$ cat src/design/hcts_pkg.sv
// Package for the hall capture timing and stall detect block.
// Holds the transaction payload types, register codes and fixed constants.
// No dependencies.
`default_nettype none

package hcts_pkg;

  // Input transaction codes
  localparam logic OP_TICK    = 1'b0;
  localparam logic OP_CAPTURE = 1'b1;

  // Configuration register indexes
  localparam logic [1:0] CFG_TICK_WRAP_PERIOD = 2'd0;
  localparam logic [1:0] CFG_SLOW_SPEED_TICKS = 2'd1;
  localparam logic [1:0] CFG_STALL_TICKS      = 2'd2;

  // Register reset values
  localparam logic [14:0] TICK_WRAP_RESET  = 15'd10000;
  localparam logic [14:0] SLOW_SPEED_RESET = 15'd100;
  localparam logic [14:0] STALL_RESET      = 15'd1000;

  // Velocity time base codes
  localparam logic [1:0] VSRC_NONE  = 2'd0;
  localparam logic [1:0] VSRC_TIMER = 2'd1;
  localparam logic [1:0] VSRC_TICK  = 2'd2;

  // Five-step slot sequence
  localparam logic [2:0] SLOT_COMMUTATION = 3'd1;
  localparam logic [2:0] SLOT_VELOCITY    = 3'd2;
  localparam logic [2:0] SLOT_COUNT       = 3'd5;

  localparam logic [14:0] GAP_MAX = 15'h7fff;

  typedef struct packed {
    logic        opcode;
    logic [2:0]  capture_flags;
    logic [15:0] capture_time;
  } in_item_t;

  typedef struct packed {
    logic        capture_valid;
    logic [1:0]  channel;
    logic [15:0] edge_delta;
    logic [15:0] previous_edge_delta;
    logic [14:0] tick_delta;
    logic [1:0]  velocity_source;
    logic        stall_res;
    logic        commutation_slot;
    logic        velocity_slot;
    logic        blink_pulse;
  } out_item_t;

  typedef struct packed {
    logic [1:0]  reg_index;
    logic [14:0] wdata;
  } cfg_wr_t;

  // Configuration as seen by the core
  typedef struct packed {
    logic [14:0] tick_wrap_period;
    logic [14:0] slow_speed_ticks;
    logic [14:0] stall_ticks;
  } cfg_regs_t;

endpackage

`default_nettype wire

$ cat src/design/hcts_stream_if.sv
// Valid/ready channel interface carrying one payload type.
// Used for the input, result and configuration channels with hcts_pkg payload types.
`default_nettype none

interface hcts_stream_if #(
  parameter type payload_t = logic
) ();
  logic     valid;
  logic     ready;
  payload_t payload;

  modport source (output valid, output payload, input ready);
  modport sink   (input valid, input payload, output ready);
endinterface

`default_nettype wire

$ cat src/design/hcts_core.sv
// Timing state and per-item datapath: tick/slot counters, edge stores, gap.
// Depends on hcts_pkg.
`default_nettype none

module hcts_core #(
  parameter int CHANNELS = 3
) (
  input  wire logic               clk,
  input  wire logic               rst_n,
  input  wire hcts_pkg::cfg_regs_t cfg,
  input  wire hcts_pkg::in_item_t  item,
  input  wire logic               step,
  output hcts_pkg::out_item_t      res
);

  // Only three flag bits exist
  localparam int NUM_ACT = (CHANNELS < 3) ? CHANNELS : 3;
  localparam int CH_W    = (NUM_ACT > 1) ? $clog2(NUM_ACT) : 1;

  logic [15:0] tick_cnt_r, tick_cnt_nxt;
  logic [2:0]  slot_r, slot_nxt;
  logic [15:0] tick_edge_r, tick_edge_nxt;
  logic [15:0] edge_store_r [NUM_ACT];
  logic [15:0] delta_new_r  [NUM_ACT];

  logic          hit;
  logic [CH_W-1:0] sel;
  logic signed [17:0] gap_raw, gap_fix;
  logic [14:0]   gap;
  logic [14:0]   wrap_eff;
  logic [15:0]   tick_inc;
  logic [2:0]    slot_inc;
  logic [15:0]   delta_cur;
  logic          do_tick, do_cap;

  // Ticks since the last valid edge, wrap corrected and clamped
  always_comb begin
    gap_raw = $signed({2'b00, tick_cnt_r}) - $signed({2'b00, tick_edge_r});
    gap_fix = gap_raw[17] ? (gap_raw + $signed({3'b000, cfg.tick_wrap_period})) : gap_raw;
    if (gap_fix[17]) begin
      gap = '0;
    end else if (gap_fix[16:15] != 2'b00) begin
      gap = hcts_pkg::GAP_MAX;
    end else begin
      gap = gap_fix[14:0];
    end
  end

  // Lowest flagged channel wins
  always_comb begin
    hit = 1'b0;
    sel = '0;
    for (int i = NUM_ACT - 1; i >= 0; i--) begin
      if (item.capture_flags[i]) begin
        hit = 1'b1;
        sel = CH_W'(i);
      end
    end
  end

  assign delta_cur = item.capture_time - edge_store_r[sel];
  assign do_tick   = step && (item.opcode == hcts_pkg::OP_TICK);
  assign do_cap    = step && (item.opcode == hcts_pkg::OP_CAPTURE) && hit;

  // Counter advance on a tick, edge tick capture on a capture
  always_comb begin
    wrap_eff = (cfg.tick_wrap_period == '0) ? 15'd1 : cfg.tick_wrap_period;
    tick_inc = tick_cnt_r + 16'd1;
    slot_inc = slot_r + 3'd1;
    tick_cnt_nxt  = tick_cnt_r;
    slot_nxt      = slot_r;
    tick_edge_nxt = tick_edge_r;
    if (do_tick) begin
      tick_cnt_nxt = (tick_inc >= {1'b0, wrap_eff}) ? 16'd0 : tick_inc;
      slot_nxt     = (slot_inc >= hcts_pkg::SLOT_COUNT) ? 3'd0 : slot_inc;
    end
    if (do_cap) begin
      tick_edge_nxt = tick_cnt_r;
    end
  end

  // Result fields
  always_comb begin
    res = '0;
    if (item.opcode == hcts_pkg::OP_TICK) begin
      res.tick_delta       = gap;
      res.stall_res        = ({1'b0, gap} > {1'b0, cfg.stall_ticks});
      res.commutation_slot = (slot_inc == hcts_pkg::SLOT_COMMUTATION);
      res.velocity_slot    = (slot_inc == hcts_pkg::SLOT_VELOCITY);
      res.blink_pulse      = (tick_inc >= {1'b0, wrap_eff});
    end else if (hit) begin
      res.capture_valid       = 1'b1;
      res.channel             = 2'(sel) + 2'd1;
      res.edge_delta          = delta_cur;
      res.previous_edge_delta = delta_new_r[sel];
      res.tick_delta          = gap;
      res.velocity_source     = (gap > cfg.slow_speed_ticks) ? hcts_pkg::VSRC_TICK
                                                              : hcts_pkg::VSRC_TIMER;
    end
  end

  // State registers
  always_ff @(posedge clk) begin
    if (!rst_n) begin
      tick_cnt_r  <= '0;
      slot_r      <= '0;
      tick_edge_r <= '0;
      for (int i = 0; i < NUM_ACT; i++) begin
        edge_store_r[i] <= '0;
        delta_new_r[i]  <= '0;
      end
    end else begin
      tick_cnt_r  <= tick_cnt_nxt;
      slot_r      <= slot_nxt;
      tick_edge_r <= tick_edge_nxt;
      for (int i = 0; i < NUM_ACT; i++) begin
        if (do_cap && (sel == CH_W'(i))) begin
          edge_store_r[i] <= item.capture_time;
          delta_new_r[i]  <= delta_cur;
        end
      end
    end
  end

endmodule

`default_nettype wire

$ cat src/design/hall_capture_timing_stall_detect_top.sv
// Top level of the hall capture timing and stall detect block.
// Uses hcts_pkg, hcts_stream_if and hcts_core.
//
// Channels: in_if carries one transaction per item, a control tick
// (opcode 0) or a capture event (opcode 1, lowest set flag picks the
// channel). out_if returns exactly one result transaction per item.
// cfg_if writes tick_wrap_period (0), slow_speed_ticks (1) and
// stall_ticks (2); it is always ready and should only be used while idle.
// Flow: an accepted item is registered in the input register, processed
// by the core when it advances, and its result registered for out_if.
// Throughput: one item per cycle while out_if.ready stays high; counters and
// edge stores update in one core pass between input and result register.
// Reset (rst_n low, synchronous): counters, edge stores and both pipeline
// stages clear; registers return to 10000 / 100 / 1000.
// Stall: while out_if.ready is low the result holds, the input register
// keeps one more item, and in_if.ready drops once both stages are full.
`default_nettype none

module hall_capture_timing_stall_detect_top #(
  parameter int CHANNELS = 3
) (
  input  wire logic   clk,
  input  wire logic   rst_n,
  hcts_stream_if.sink   in_if,
  hcts_stream_if.source out_if,
  hcts_stream_if.sink   cfg_if
);

  hcts_pkg::cfg_regs_t cfg_r;
  logic                s1_valid_r;
  hcts_pkg::in_item_t  s1_item_r;
  logic                out_valid_r;
  hcts_pkg::out_item_t out_item_r;
  hcts_pkg::out_item_t core_res;
  logic                s1_adv;

  // Configuration writes
  assign cfg_if.ready = 1'b1;

  always_ff @(posedge clk) begin
    if (!rst_n) begin
      cfg_r.tick_wrap_period <= hcts_pkg::TICK_WRAP_RESET;
      cfg_r.slow_speed_ticks <= hcts_pkg::SLOW_SPEED_RESET;
      cfg_r.stall_ticks      <= hcts_pkg::STALL_RESET;
    end else if (cfg_if.valid) begin
      unique case (cfg_if.payload.reg_index)
        hcts_pkg::CFG_TICK_WRAP_PERIOD: cfg_r.tick_wrap_period <= cfg_if.payload.wdata;
        hcts_pkg::CFG_SLOW_SPEED_TICKS: cfg_r.slow_speed_ticks <= cfg_if.payload.wdata;
        hcts_pkg::CFG_STALL_TICKS:      cfg_r.stall_ticks      <= cfg_if.payload.wdata;
        default: ;
      endcase
    end
  end

  // Pipeline handshake
  assign s1_adv      = s1_valid_r && (!out_valid_r || out_if.ready);
  assign in_if.ready = !s1_valid_r || s1_adv;

  always_ff @(posedge clk) begin
    if (!rst_n) begin
      s1_valid_r  <= 1'b0;
      out_valid_r <= 1'b0;
    end else begin
      if (in_if.ready) begin
        s1_valid_r <= in_if.valid;
      end
      if (s1_adv) begin
        out_valid_r <= 1'b1;
      end else if (out_if.ready) begin
        out_valid_r <= 1'b0;
      end
    end
  end

  // Payload registers
  always_ff @(posedge clk) begin
    if (in_if.valid && in_if.ready) begin
      s1_item_r <= in_if.payload;
    end
    if (s1_adv) begin
      out_item_r <= core_res;
    end
  end

  hcts_core #(
    .CHANNELS (CHANNELS)
  ) u_core (
    .clk   (clk),
    .rst_n (rst_n),
    .cfg   (cfg_r),
    .item  (s1_item_r),
    .step  (s1_adv),
    .res   (core_res)
  );

  assign out_if.valid   = out_valid_r;
  assign out_if.payload = out_item_r;

  // Checks
  a_cap_fields : assert property (@(posedge clk) disable iff (!rst_n)
    out_valid_r && out_item_r.capture_valid |->
      (out_item_r.channel != 2'd0) && (out_item_r.velocity_source != hcts_pkg::VSRC_NONE)
      && !out_item_r.stall_res && !out_item_r.blink_pulse)
    else $error("capture result carries tick fields or no channel");

  a_slot_excl : assert property (@(posedge clk) disable iff (!rst_n)
    $onehot0({out_item_r.commutation_slot, out_item_r.velocity_slot,
              out_item_r.capture_valid}) || !out_valid_r)
    else $error("slot flags overlap");

  a_adv_out : assert property (@(posedge clk) disable iff (!rst_n)
    s1_adv |=> out_valid_r)
    else $error("processed item produced no result");

  a_no_cap_no_vsrc : assert property (@(posedge clk) disable iff (!rst_n)
    out_valid_r && !out_item_r.capture_valid |->
      (out_item_r.velocity_source == hcts_pkg::VSRC_NONE) && (out_item_r.channel == 2'd0))
    else $error("velocity source set without a capture");

endmodule

`default_nettype wire

$ cat src/flat_wrapper.sv
// flat-port wrapper written by rule: the top's interface ports become plain ports
module hall_capture_timing_stall_detect_top_flat 
#(
  parameter int CHANNELS = 3
)
  (clk, rst_n, in_if_valid, in_if_payload, in_if_ready, out_if_valid, out_if_payload, out_if_ready, cfg_if_valid, cfg_if_payload, cfg_if_ready);
  hcts_stream_if #(.payload_t(hcts_pkg::in_item_t)) in_if_i ();
  hcts_stream_if #(.payload_t(hcts_pkg::out_item_t)) out_if_i ();
  hcts_stream_if #(.payload_t(hcts_pkg::cfg_wr_t)) cfg_if_i ();
  input  wire logic clk;
  input  wire logic rst_n;
  input wire logic [$bits(in_if_i.valid)-1:0] in_if_valid;
  input wire logic [$bits(in_if_i.payload)-1:0] in_if_payload;
  output wire logic [$bits(in_if_i.ready)-1:0] in_if_ready;
  output wire logic [$bits(out_if_i.valid)-1:0] out_if_valid;
  output wire logic [$bits(out_if_i.payload)-1:0] out_if_payload;
  input wire logic [$bits(out_if_i.ready)-1:0] out_if_ready;
  input wire logic [$bits(cfg_if_i.valid)-1:0] cfg_if_valid;
  input wire logic [$bits(cfg_if_i.payload)-1:0] cfg_if_payload;
  output wire logic [$bits(cfg_if_i.ready)-1:0] cfg_if_ready;
  assign in_if_i.valid = in_if_valid;
  assign in_if_i.payload = in_if_payload;
  assign in_if_ready = in_if_i.ready;
  assign out_if_valid = out_if_i.valid;
  assign out_if_payload = out_if_i.payload;
  assign out_if_i.ready = out_if_ready;
  assign cfg_if_i.valid = cfg_if_valid;
  assign cfg_if_i.payload = cfg_if_payload;
  assign cfg_if_ready = cfg_if_i.ready;
  hall_capture_timing_stall_detect_top #(.CHANNELS(CHANNELS)) u_core (.clk(clk), .rst_n(rst_n), .in_if(in_if_i), .out_if(out_if_i), .cfg_if(cfg_if_i));
endmodule
$ cat config.mk
export PLATFORM = sky130hd
export DESIGN_NAME = hall_capture_timing_stall_detect_top_flat
export DESIGN_NICKNAME = d
export VERILOG_FILES = /design/src/design/hcts_pkg.sv /design/src/design/hcts_stream_if.sv /design/src/design/hcts_core.sv /design/src/design/hall_capture_timing_stall_detect_top.sv /design/src/flat_wrapper.sv
export SDC_FILE = /design/constraint.sdc
export NUM_CORES = 1
export LEC_CHECK = 0
export ABC_AREA = 1
export BUFFER_PORTS_ARGS = -buffer_cell sky130_fd_sc_hd__buf_2
export CORE_ASPECT_RATIO = 0.7
export CORE_MARGIN = 8
export CORE_UTILIZATION = 30
export CTS_CLUSTER_SIZE = 25
export DETAILED_ROUTE_END_ITERATION = 8
export SLEW_MARGIN = 20
export SYNTH_ARGS = -nofsm -noshare
export SYNTH_HDL_FRONTEND = slang
export SYNTH_SLANG_ARGS = --single-unit
$ cat constraint.sdc
create_clock -name clk -period 5.9 [get_ports clk]
set_input_delay 0.59 -clock clk [delete_from_list [all_inputs] [get_ports clk]]
set_output_delay 0.59 -clock clk [all_outputs]
set_load 0.02 [all_outputs]
-- After elaboration in Yosys (flattened, before gate mapping)
Memory sizes are Yosys's and may differ from the RTL's.
Index checks and enable logic that the tools add are counted.
- muxes and demuxes: 33
- $add $sub $neg: 6
- equal/unequal tests: 6
- order comparisons: 4
- bitwise gates (word level): 7
- reductions and logical operators: 21
- operators with widths (operator ; number):
    $mux W16 ; 7
    $mux W15 ; 4
    $mux W52 ; 1
    $gt A15 B15 Y1 ; 2
    $add A18 B16 Y18 ; 1
    $mux W18 ; 1
    $sub A16 B16 Y17 ; 1
    $add A16 B1 Y16 const B ; 1
    $ge A16 B15 Y1 ; 1
    $sub A16 B16 Y16 ; 1
    $logic_not A15 Y1 ; 1
    $mux W1 ; 15
    $logic_and A1 B1 Y1 ; 8
    $mux W2 ; 4
    $reduce_and A2 Y1 ; 4
    $or A1 B1 Y1 ; 6
    $eq A2 B1 Y1 const B ; 2
    $eq A2 B2 Y1 const B ; 2
    $logic_not A2 Y1 ; 2
    $reduce_bool A2 Y1 ; 2
    $add A3 B1 Y3 const B ; 1
    $eq A3 B1 Y1 const B ; 1
    $eq A3 B2 Y1 const B ; 1
    $ge A3 B3 Y1 const B ; 1
    5 further kinds ; 7
- bits in writable memories: 96
- word-level logic and storage cells: 100
- output and inout port bits: 59
- memories: 2
- input port bits: 42
- bits in registers: 158
- memory list (memory ; words ; width ; rd ports ; clocked after memory_dff ; write ports ; RTL line ; source):
    u_core.u_core.delta_new_r ; 3 ; 16 ; 1 ; 0 ; 3 ; hcts_core.sv:24 ; logic [15:0] delta_new_r [NUM_ACT];
    u_core.u_core.edge_store_r ; 3 ; 16 ; 1 ; 0 ; 3 ; hcts_core.sv:23 ; logic [15:0] edge_store_r [NUM_ACT];

-- Depth between registers and ports, before layout
Gate-level depths: netlist of the first run.
- depth in word-level cells: 10
- depth in mapped cells: 38
- mapped depth without buffers: 38

-- Hierarchy
From an unflattened synthesis of the first run, not the netlist that was laid out.
- cell total of the unflattened synthesis: 1529
- area, all modules: 13500.4 µm²
- by module, submodules not included (module ; area an instance (µm²) ; cells an instance ; instances ; seq. area each (µm²)):
    hcts_core ; 9276.4 ; 1172 ; 1 ; 3583.4
    hall_capture_timing_stall_detect_top ; 4224.1 ; 357 ; 1 ; 3223.1

-- Least setup slack after synthesis of the first run
No wires, ideal clock.
- path type: flip-flop to flip-flop
- from: reg u_core.u_core.tick_cnt_r[0]
- to: reg u_core.out_item_r (netlist bit u_core.out_if.payload[5]), data pin
- slack: 1277 ps
- required time: 5634 ps
- data arrival time: 4357 ps
- path buffers: 0
- library setup time: 266 ps
- clock period less this slack: 4623 ps
- cell stages (with the launch flop): 31
- cell sequence: dfxtp_1 > inv_1 > ha_1 > fa_1 > o21ai_1 > nand3_1 > nand2_1 > a21oi_1 > o21bai_1 > xor2_1 > ha_1 > nand2_1 > a21oi_1 > a211oi_1 > nand2_1 > nand2_1 > nand2_1 > nand2_1 > nand2_1 > inv_1 > o211ai_1 > nand2_1 > inv_1 > ha_1 > nand2_1 > nor4_1 > nand4_1 > nor3_1 > nand3_1 > nand2_1 > nor2_1
- longest elaborated chain between the ends: 8
- ends and longest elaborated chain (item ; RTL line ; source):
    start, declared ; hcts_core.sv:20 ; logic [15:0] tick_cnt_r, tick_cnt_nxt;
    start signal, assigned ; hcts_core.sv:113 ; tick_cnt_r <= tick_cnt_nxt;
    $sub A16 B16 Y17 (*) ; hcts_core.sv:38 ; gap_raw = $signed({2'b00, tick_cnt_r}) - $signed({2'b00, tick_edge_r});
    $add A18 B16 Y18 ; hcts_core.sv:39 ; gap_fix = gap_raw[17] ? (gap_raw + $signed({3'b000, cfg.tick_wrap_period})) : gap_raw;
    $mux W18 (*) ; hcts_core.sv:39 ;
    $reduce_bool A2 Y1 ; hcts_core.sv:42 ; end else if (gap_fix[16:15] != 2'b00) begin
    $mux W15 ; hcts_core.sv:42 ;
    $mux W15 (*) ; hcts_core.sv:40 ; if (gap_fix[17]) begin
    $gt A15 B15 Y1 (*) ; hcts_core.sv:97 ; res.velocity_source = (gap > cfg.slow_speed_ticks) ? hcts_pkg::VSRC_TICK
    $mux W2 (*) ; hcts_core.sv:97 ;
    end signal, assigned ; hall_capture_timing_stall_detect_top.sv:81 ; out_item_r <= core_res;
    end, declared ; hall_capture_timing_stall_detect_top.sv:33 ; hcts_pkg::out_item_t out_item_r;
Every way passes the cells marked *; elsewhere a longest branch is shown, timed or not.
A chain may end at the register's enable or synchronous reset.

-- Worst setup path in the final report of the first run
Same ends and word-level chain as after synthesis.

==> flow_metrics.env, run 1 <==
export IMPL_status="finished clean"
export IMPL_finalHoldViolCount=0
export IMPL_final_nets=1648
export IMPL_via_per_inst=4.74
export IMPL_clk_transition_reported_paths_ns=0.07
export IMPL_cp_arrival_ns=5.75
export IMPL_wire_per_inst_um=17.2
export IMPL_hpwl_um=27100
export IMPL_syn_cell_area_mm2=0.0131
export IMPL_dieArea_mm2=0.0506
export IMPL_h_tree_depth=1
export IMPL_routed_wl_um=36600
export IMPL_hp_start="in_if_payload[8]"
export IMPL_crit_start="u_core.u_core.tick_cnt_r[0]"
export IMPL_drive_above_1_share_pct=11.8
export IMPL_critPathMaxFanout=7
export IMPL_synthTopCellsByArea="edfxtp_1, dfxtp_1, ha_1"
export IMPL_ys_seq_area_share_pct=52.1
export IMPL_reg2reg_depth=35
export IMPL_grt_max_degree=68
export IMPL_fin_skew_ns=0.0184
export IMPL_leakagePower_nw=6.58
export IMPL_slew_violations=0
export IMPL_synth_cell_types=49
export IMPL_clock_latency_ns=0.55
export IMPL_relSlewSlack_pct=38.9
export IMPL_powerDensity_mw_per_mm2=337
export IMPL_min_period_over_period_pct=92.4
export IMPL_first_pass_iters=5
export IMPL_p_total_w=0.00511
export IMPL_critPathLaunchType="flip-flop"
export IMPL_avgSynthCellArea_um2=9.27
export IMPL_synth_warnings=0
export IMPL_min_period_ns=5.45
export IMPL_synth_edf_count=172
export IMPL_grt_overflow_total=0
export IMPL_setup_ws_ns=0.451
export IMPL_syn2layout_area_growth_pct=16.1
export IMPL_worst_setup_path_type="flip-flop to flip-flop"
export IMPL_vias=10100
export IMPL_setup_viol=0
export IMPL_grt_use_total_pct=14.1
export IMPL_postRouteAntennaNets=0
export IMPL_fmax_ghz=0.184
export IMPL_vdd_ir_drop_max_uv=202
export IMPL_ys_flop_type="edfxtp_1"
export IMPL_gp_congestion=0.936
export IMPL_synth_most_common_cell="nand2_1"
export IMPL_cpPeakStageDelay_ns=0.41
export IMPL_io_buffers=99
export IMPL_clock_sinks=254
export IMPL_pre_cts_ws_ns=0.465
export IMPL_slowest_stage="fa_1"
export IMPL_post_cts_buffers=0
export IMPL_whs_path_depth=1
export IMPL_start_util_pct=30.2
export IMPL_maxCapViolations=0
export IMPL_tightest_slew_ns=0.914
export IMPL_hold_path_class="input pin to flip-flop"
export IMPL_crit_required_ns=6.20
export IMPL_ios=101
export IMPL_synth_async_reset_ratio_pct=0
export IMPL_synth_net_count=1546
export IMPL_nFillCells=4411
export IMPL_crit_top_cell="nand2_1"
export IMPL_synth_seq_cells=254
export IMPL_die_w_um=265
export IMPL_placementRows=64
export IMPL_grt_pass1_vias=9920
export IMPL_grt_pass1_wl_um=56800
export IMPL_worstSetupEndpointType="flip-flop"
export IMPL_drt_iter0_drc=758
export IMPL_clk_path_buf_depth=3
export IMPL_synth_top_area_share_pct=39.5
export IMPL_synth_area_leader_cell="edfxtp_1"
export IMPL_drc_errors=0
export IMPL_cts_buffers_inserted=27
export IMPL_antenna_found_initial=2
export IMPL_r2r_start="u_core.u_core.tick_cnt_r[0]"
export IMPL_synthCells=1410
export IMPL_die_h_um=191
export IMPL_diodes=0
export IMPL_cts_root_buffer="clkbuf_16"
export IMPL_setup_tns_final_ns=0
export IMPL_synth_top_cells_by_count="nand2_1, inv_1, edfxtp_1"
export IMPL_core_mm2=0.0433
export IMPL_cts_tree="built"
export IMPL_rsz0062_at_grt="no"
[final timing paths]
check / end / slack [ns]
worst max-delay path: u_core.out_if.payload[5] / 0.45
worst min-delay path: u_core.s1_item_r[8] / 0.21
worst max register to register: u_core.out_if.payload[5] / 0.45
worst min register to register: u_core.u_core.tick_edge_r[3] / 0.46
[registers in the layout (all words and copies together) (netlist names)]
signal	flops
u_core.out_if.valid	1
u_core.u_core.delta_new_r	48
u_core.u_core.tick_cnt_r	16
u_core.s1_valid_r	1
u_core.s1_item_r	20
u_core.out_if.payload	56
u_core.u_core.tick_edge_r	16
u_core.u_core.edge_store_r	48
u_core.cfg_r	45
u_core.u_core.slot_r	3
[through the flow]
stage	cell area [um^2]	util, %	hold slack, ns	instances
final	15200	35.0	0.214	2127
after global routing	15200	35.0	0.197	2127
after CTS	15200	35.0	0.186	2127
after detailed placement	14300	32.9	0.457	2077
after global placement	14300	32.9	0.444	2077
after floorplan	13100	-	0.433	1410
[what timing repair did]
action,in CTS,in global routing
hold buffers,0,0
gates resized for setup,0,2
endpoints found under the setup margin,0,1
[cells by family (layout without fill, tap and decap cells)]
family	count (synthesis)	in the layout	share of synthesized area (%)
AO/OA/AOI/OAI	310	310	13.6
XOR/XNOR	49	49	3.28
adder cells (fa/ha/maj)	94	94	9.17
buffers and inverters	248	371	7.28
flip-flops	254	254	52.1
multiplexers	1	1	0.0766
other	1	1	0.0287
AND/OR/NAND/NOR	453	453	14.5
[layout by cell type, fill, tap and decap left out, drive strengths merged, types with 2 or more instances in the layout]
cell type  count
nand2        245
inv          207
edfxtp       172
a21oi        127
nor2         125
buf          115
o21ai         99
ha            91
dfxtp         82
nand3         43
xor2          39
clkbuf        35
a31oi         23
nor3          17
o211ai        14
a221oi        12
xnor2         10
nand4         10
clkinv         9
a21o           8
a211oi         8
o21bai         7
nor4           6
or2            3
o221ai         3
fa             3
clkinvlp       3
a32o           2
a21boi         2
nand3b         2
o31ai          2
bufinv         2
[where the power goes]
part	internal (W)	total (W)	switching, W
Sequential	0.00204	0.00208	0.0000418
Combinational	0.000422	0.00131	0.000884
Clock	0.000997	0.00173	0.000730
Total	0.00345	0.00511	0.00166
[final cells by class]
class / count / area [um^2] / area share [%]
Tap cell: 594 / 743 / 4.90
Inverter: 206 / 773 / 5.09
Clock inverter: 15 / 144 / 0.948
Sequential cell: 254 / 6810 / 44.8
Timing Repair Buffer: 115 / 616 / 4.06
Clock buffer: 35 / 757 / 4.99
Multi-Input combinational cell: 908 / 5340 / 35.2
[metal layers]
metal / routed length (um) / vias to the layer above / GRT usage [%]
met5: 26 / - / 0
met4: 721 / 4 / 3.10
met3: 1950 / 47 / 2.38
met2: 15500 / 241 / 21.6
met1: 18400 / 4787 / 20.7
li1: - / 4999 / -
[critical path, delay by kind of cell, from the launching register on]
kind	cells	cell delay [ns]
adder cells (fa/ha/maj)	4	1.24
AO/OA/AOI/OAI	7	1.24
AND/OR/NAND/NOR	20	1.67
XOR/XNOR	1	0.24
buffers and inverters	3	0.45
flip-flops	1	0.38
No activity file was read; power rests on OpenSTA's default activity.
==> run 2: changes to the inputs <==
Settings changed: BUFFER_PORTS_ARGS -buffer_cell sky130_fd_sc_hd__buf_2 to -buffer_cell sky130_fd_sc_hd__buf_4, CORE_UTILIZATION 30 to 55, PLACE_DENSITY set to 0.74.
==> flow_metrics.env, run 2 (synthesized netlist as in run 1, its figures left out) <==
export IMPL_grtUsageMet1_pct=33.5
export IMPL_pre_cts_ws_ns=0.570
export IMPL_path_buf_inv=3
export IMPL_grt_max_degree=68
export IMPL_grt_use_total_pct=21.6
export IMPL_powerDensity_mw_per_mm2=335
export IMPL_cp_top_family="simple AND/OR/NAND/NOR gates"
export IMPL_min_period_ns=5.37
export IMPL_hold_path_class="input pin to flip-flop"
export IMPL_diodes=0
export IMPL_crit_required_ns=6.17
export IMPL_postRouteAntennaNets=0
export IMPL_finalHoldViolCount=0
export IMPL_drt_iter0_drc=885
export IMPL_critPathMaxFanout=6
export IMPL_multi_input_area_mm2=0.00533
export IMPL_clk_transition_reported_paths_ns=0.07
export IMPL_maxCapViolations=0
export IMPL_rsz0062_at_grt="no"
export IMPL_nFillCells=1914
export IMPL_critPathLaunchType="flip-flop"
export IMPL_h_tree_depth=1
export IMPL_syn2layout_area_growth_pct=14.8
export IMPL_setup_ws_ns=0.527
export IMPL_leakagePower_nw=6.62
export IMPL_dieArea_mm2=0.0290
export IMPL_die_h_um=145
export IMPL_relSlewSlack_pct=36.3
export IMPL_grt_use_met3_pct=3.98
export IMPL_start_util_pct=55.7
export IMPL_seqCellArea_mm2=0.00681
export IMPL_grt_util_met2_pct=30.9
export IMPL_clock_sinks=254
export IMPL_setup_tns_final_ns=0
export IMPL_cts_buffers_inserted=25
export IMPL_cp_arrival_ns=5.65
export IMPL_min_period_over_period_pct=91.1
export IMPL_worst_setup_path_type="flip-flop to flip-flop"
export IMPL_cpPeakStageDelay_ns=0.40
export IMPL_fin_skew_ns=0.0107
export IMPL_io_buffers=99
export IMPL_top_usage_layer="met1"
export IMPL_worstSetupEndpointType="flip-flop"
export IMPL_drc_errors=0
export IMPL_gp_congestion=0.908
export IMPL_stdcell_count=1845
export IMPL_grt_pass1_wl_um=51000
export IMPL_final_common_cell="nand2_1"
export IMPL_via_per_inst=5.44
export IMPL_hpwl_um=23800
export IMPL_first_pass_iters=6
export IMPL_wire_per_inst_um=17.6
export IMPL_core_mm2=0.0235
export IMPL_clk_path_buf_depth=3
export IMPL_fmax_ghz=0.186
export IMPL_vdd_ir_drop_max_uv=203
export IMPL_setup_viol=0
export IMPL_placed_cells=1800
export IMPL_clock_latency_ns=0.52
export IMPL_vias=10000
export IMPL_cts_tree="built"
export IMPL_drive_above_1_share_pct=11.7
export IMPL_cts_resized=0
export IMPL_grt_pass1_vias=9354
export IMPL_final_nets=1645
export IMPL_cts_hold_buf=0
export IMPL_crit_top_cell="nand2_1"
export IMPL_cts_root_buffer="clkbuf_16"
export IMPL_slowest_stage="fa_1"
export IMPL_post_cts_buffers=0
export IMPL_tightest_slew_ns=0.953
export IMPL_placementRows=47
export IMPL_antenna_found_initial=0
export IMPL_largest_reg_flops=56
export IMPL_die_w_um=200
export IMPL_slew_violations=0
export IMPL_status="finished clean"
export IMPL_grt_overflow_total=0
export IMPL_routed_wl_um=32400
export IMPL_mostFrequentLayoutCells="nand2_1, inv_1, edfxtp_1"
export IMPL_ios=101
-- run 2: cell count changes in the layout (fill, tap and decap cells not counted), sizes merged --
| cell | change |
|---|---|
| bufinv | +2 |
| clkbuf | -8 |
| buf | -1 |
| clkinvlp | +2 |
| inv | -1 |
-- run 2: cell type report --
| type | count | share of cell area (%) |
|---|---|---|
| inverters | 206 | 5.15 |
| well taps | 318 | 2.65 |
| multi-input cells | 908 | 35.5 |
| repair buffers | 114 | 5.70 |
| clock inverters | 18 | 1.38 |
| flip-flops and latches | 254 | 45.4 |
| clock buffers | 27 | 4.22 |
-- run 2: power breakdown --
group	total (W)	internal [W]	switching, W
registers	0.00207	0.00203	0.0000402
logic	0.00131	0.000450	0.000860
clock network	0.00165	0.000956	0.000690
-- run 2: per-layer routing --
layer  up-vias  wire length [um]
li1       4990                 -
met3        30              2570
met4         0               415
met5         -                 0
met2       373             13200
met1      4639             16200
-- run 2: worst paths after layout --
check	startpoint	end	slack, ns	cells after the start
hold reg to reg	u_core.cfg_r[22]	u_core.cfg_r[22]	0.47	2
hold / removal	in_if_payload[14]	u_core.s1_item_r[14]	0.24	1
setup / recovery	u_core.u_core.tick_cnt_r[0]	u_core.out_if.payload[5]	0.53	30
setup reg to reg	u_core.u_core.tick_cnt_r[0]	u_core.out_if.payload[5]	0.53	30
-- run 2: through the flow --
step	hold slack [ns]	cell area, um^2	util, %	power, W
detailed placement	0.457	14200	60.4	0.00339
global route	0.221	15000	64.0	0.00529
global placement	0.448	14200	60.4	0.00338
finish	0.238	15000	64.0	0.00503
CTS	0.224	15000	64.0	0.00503
floorplan	0.433	13100	-	0.00301
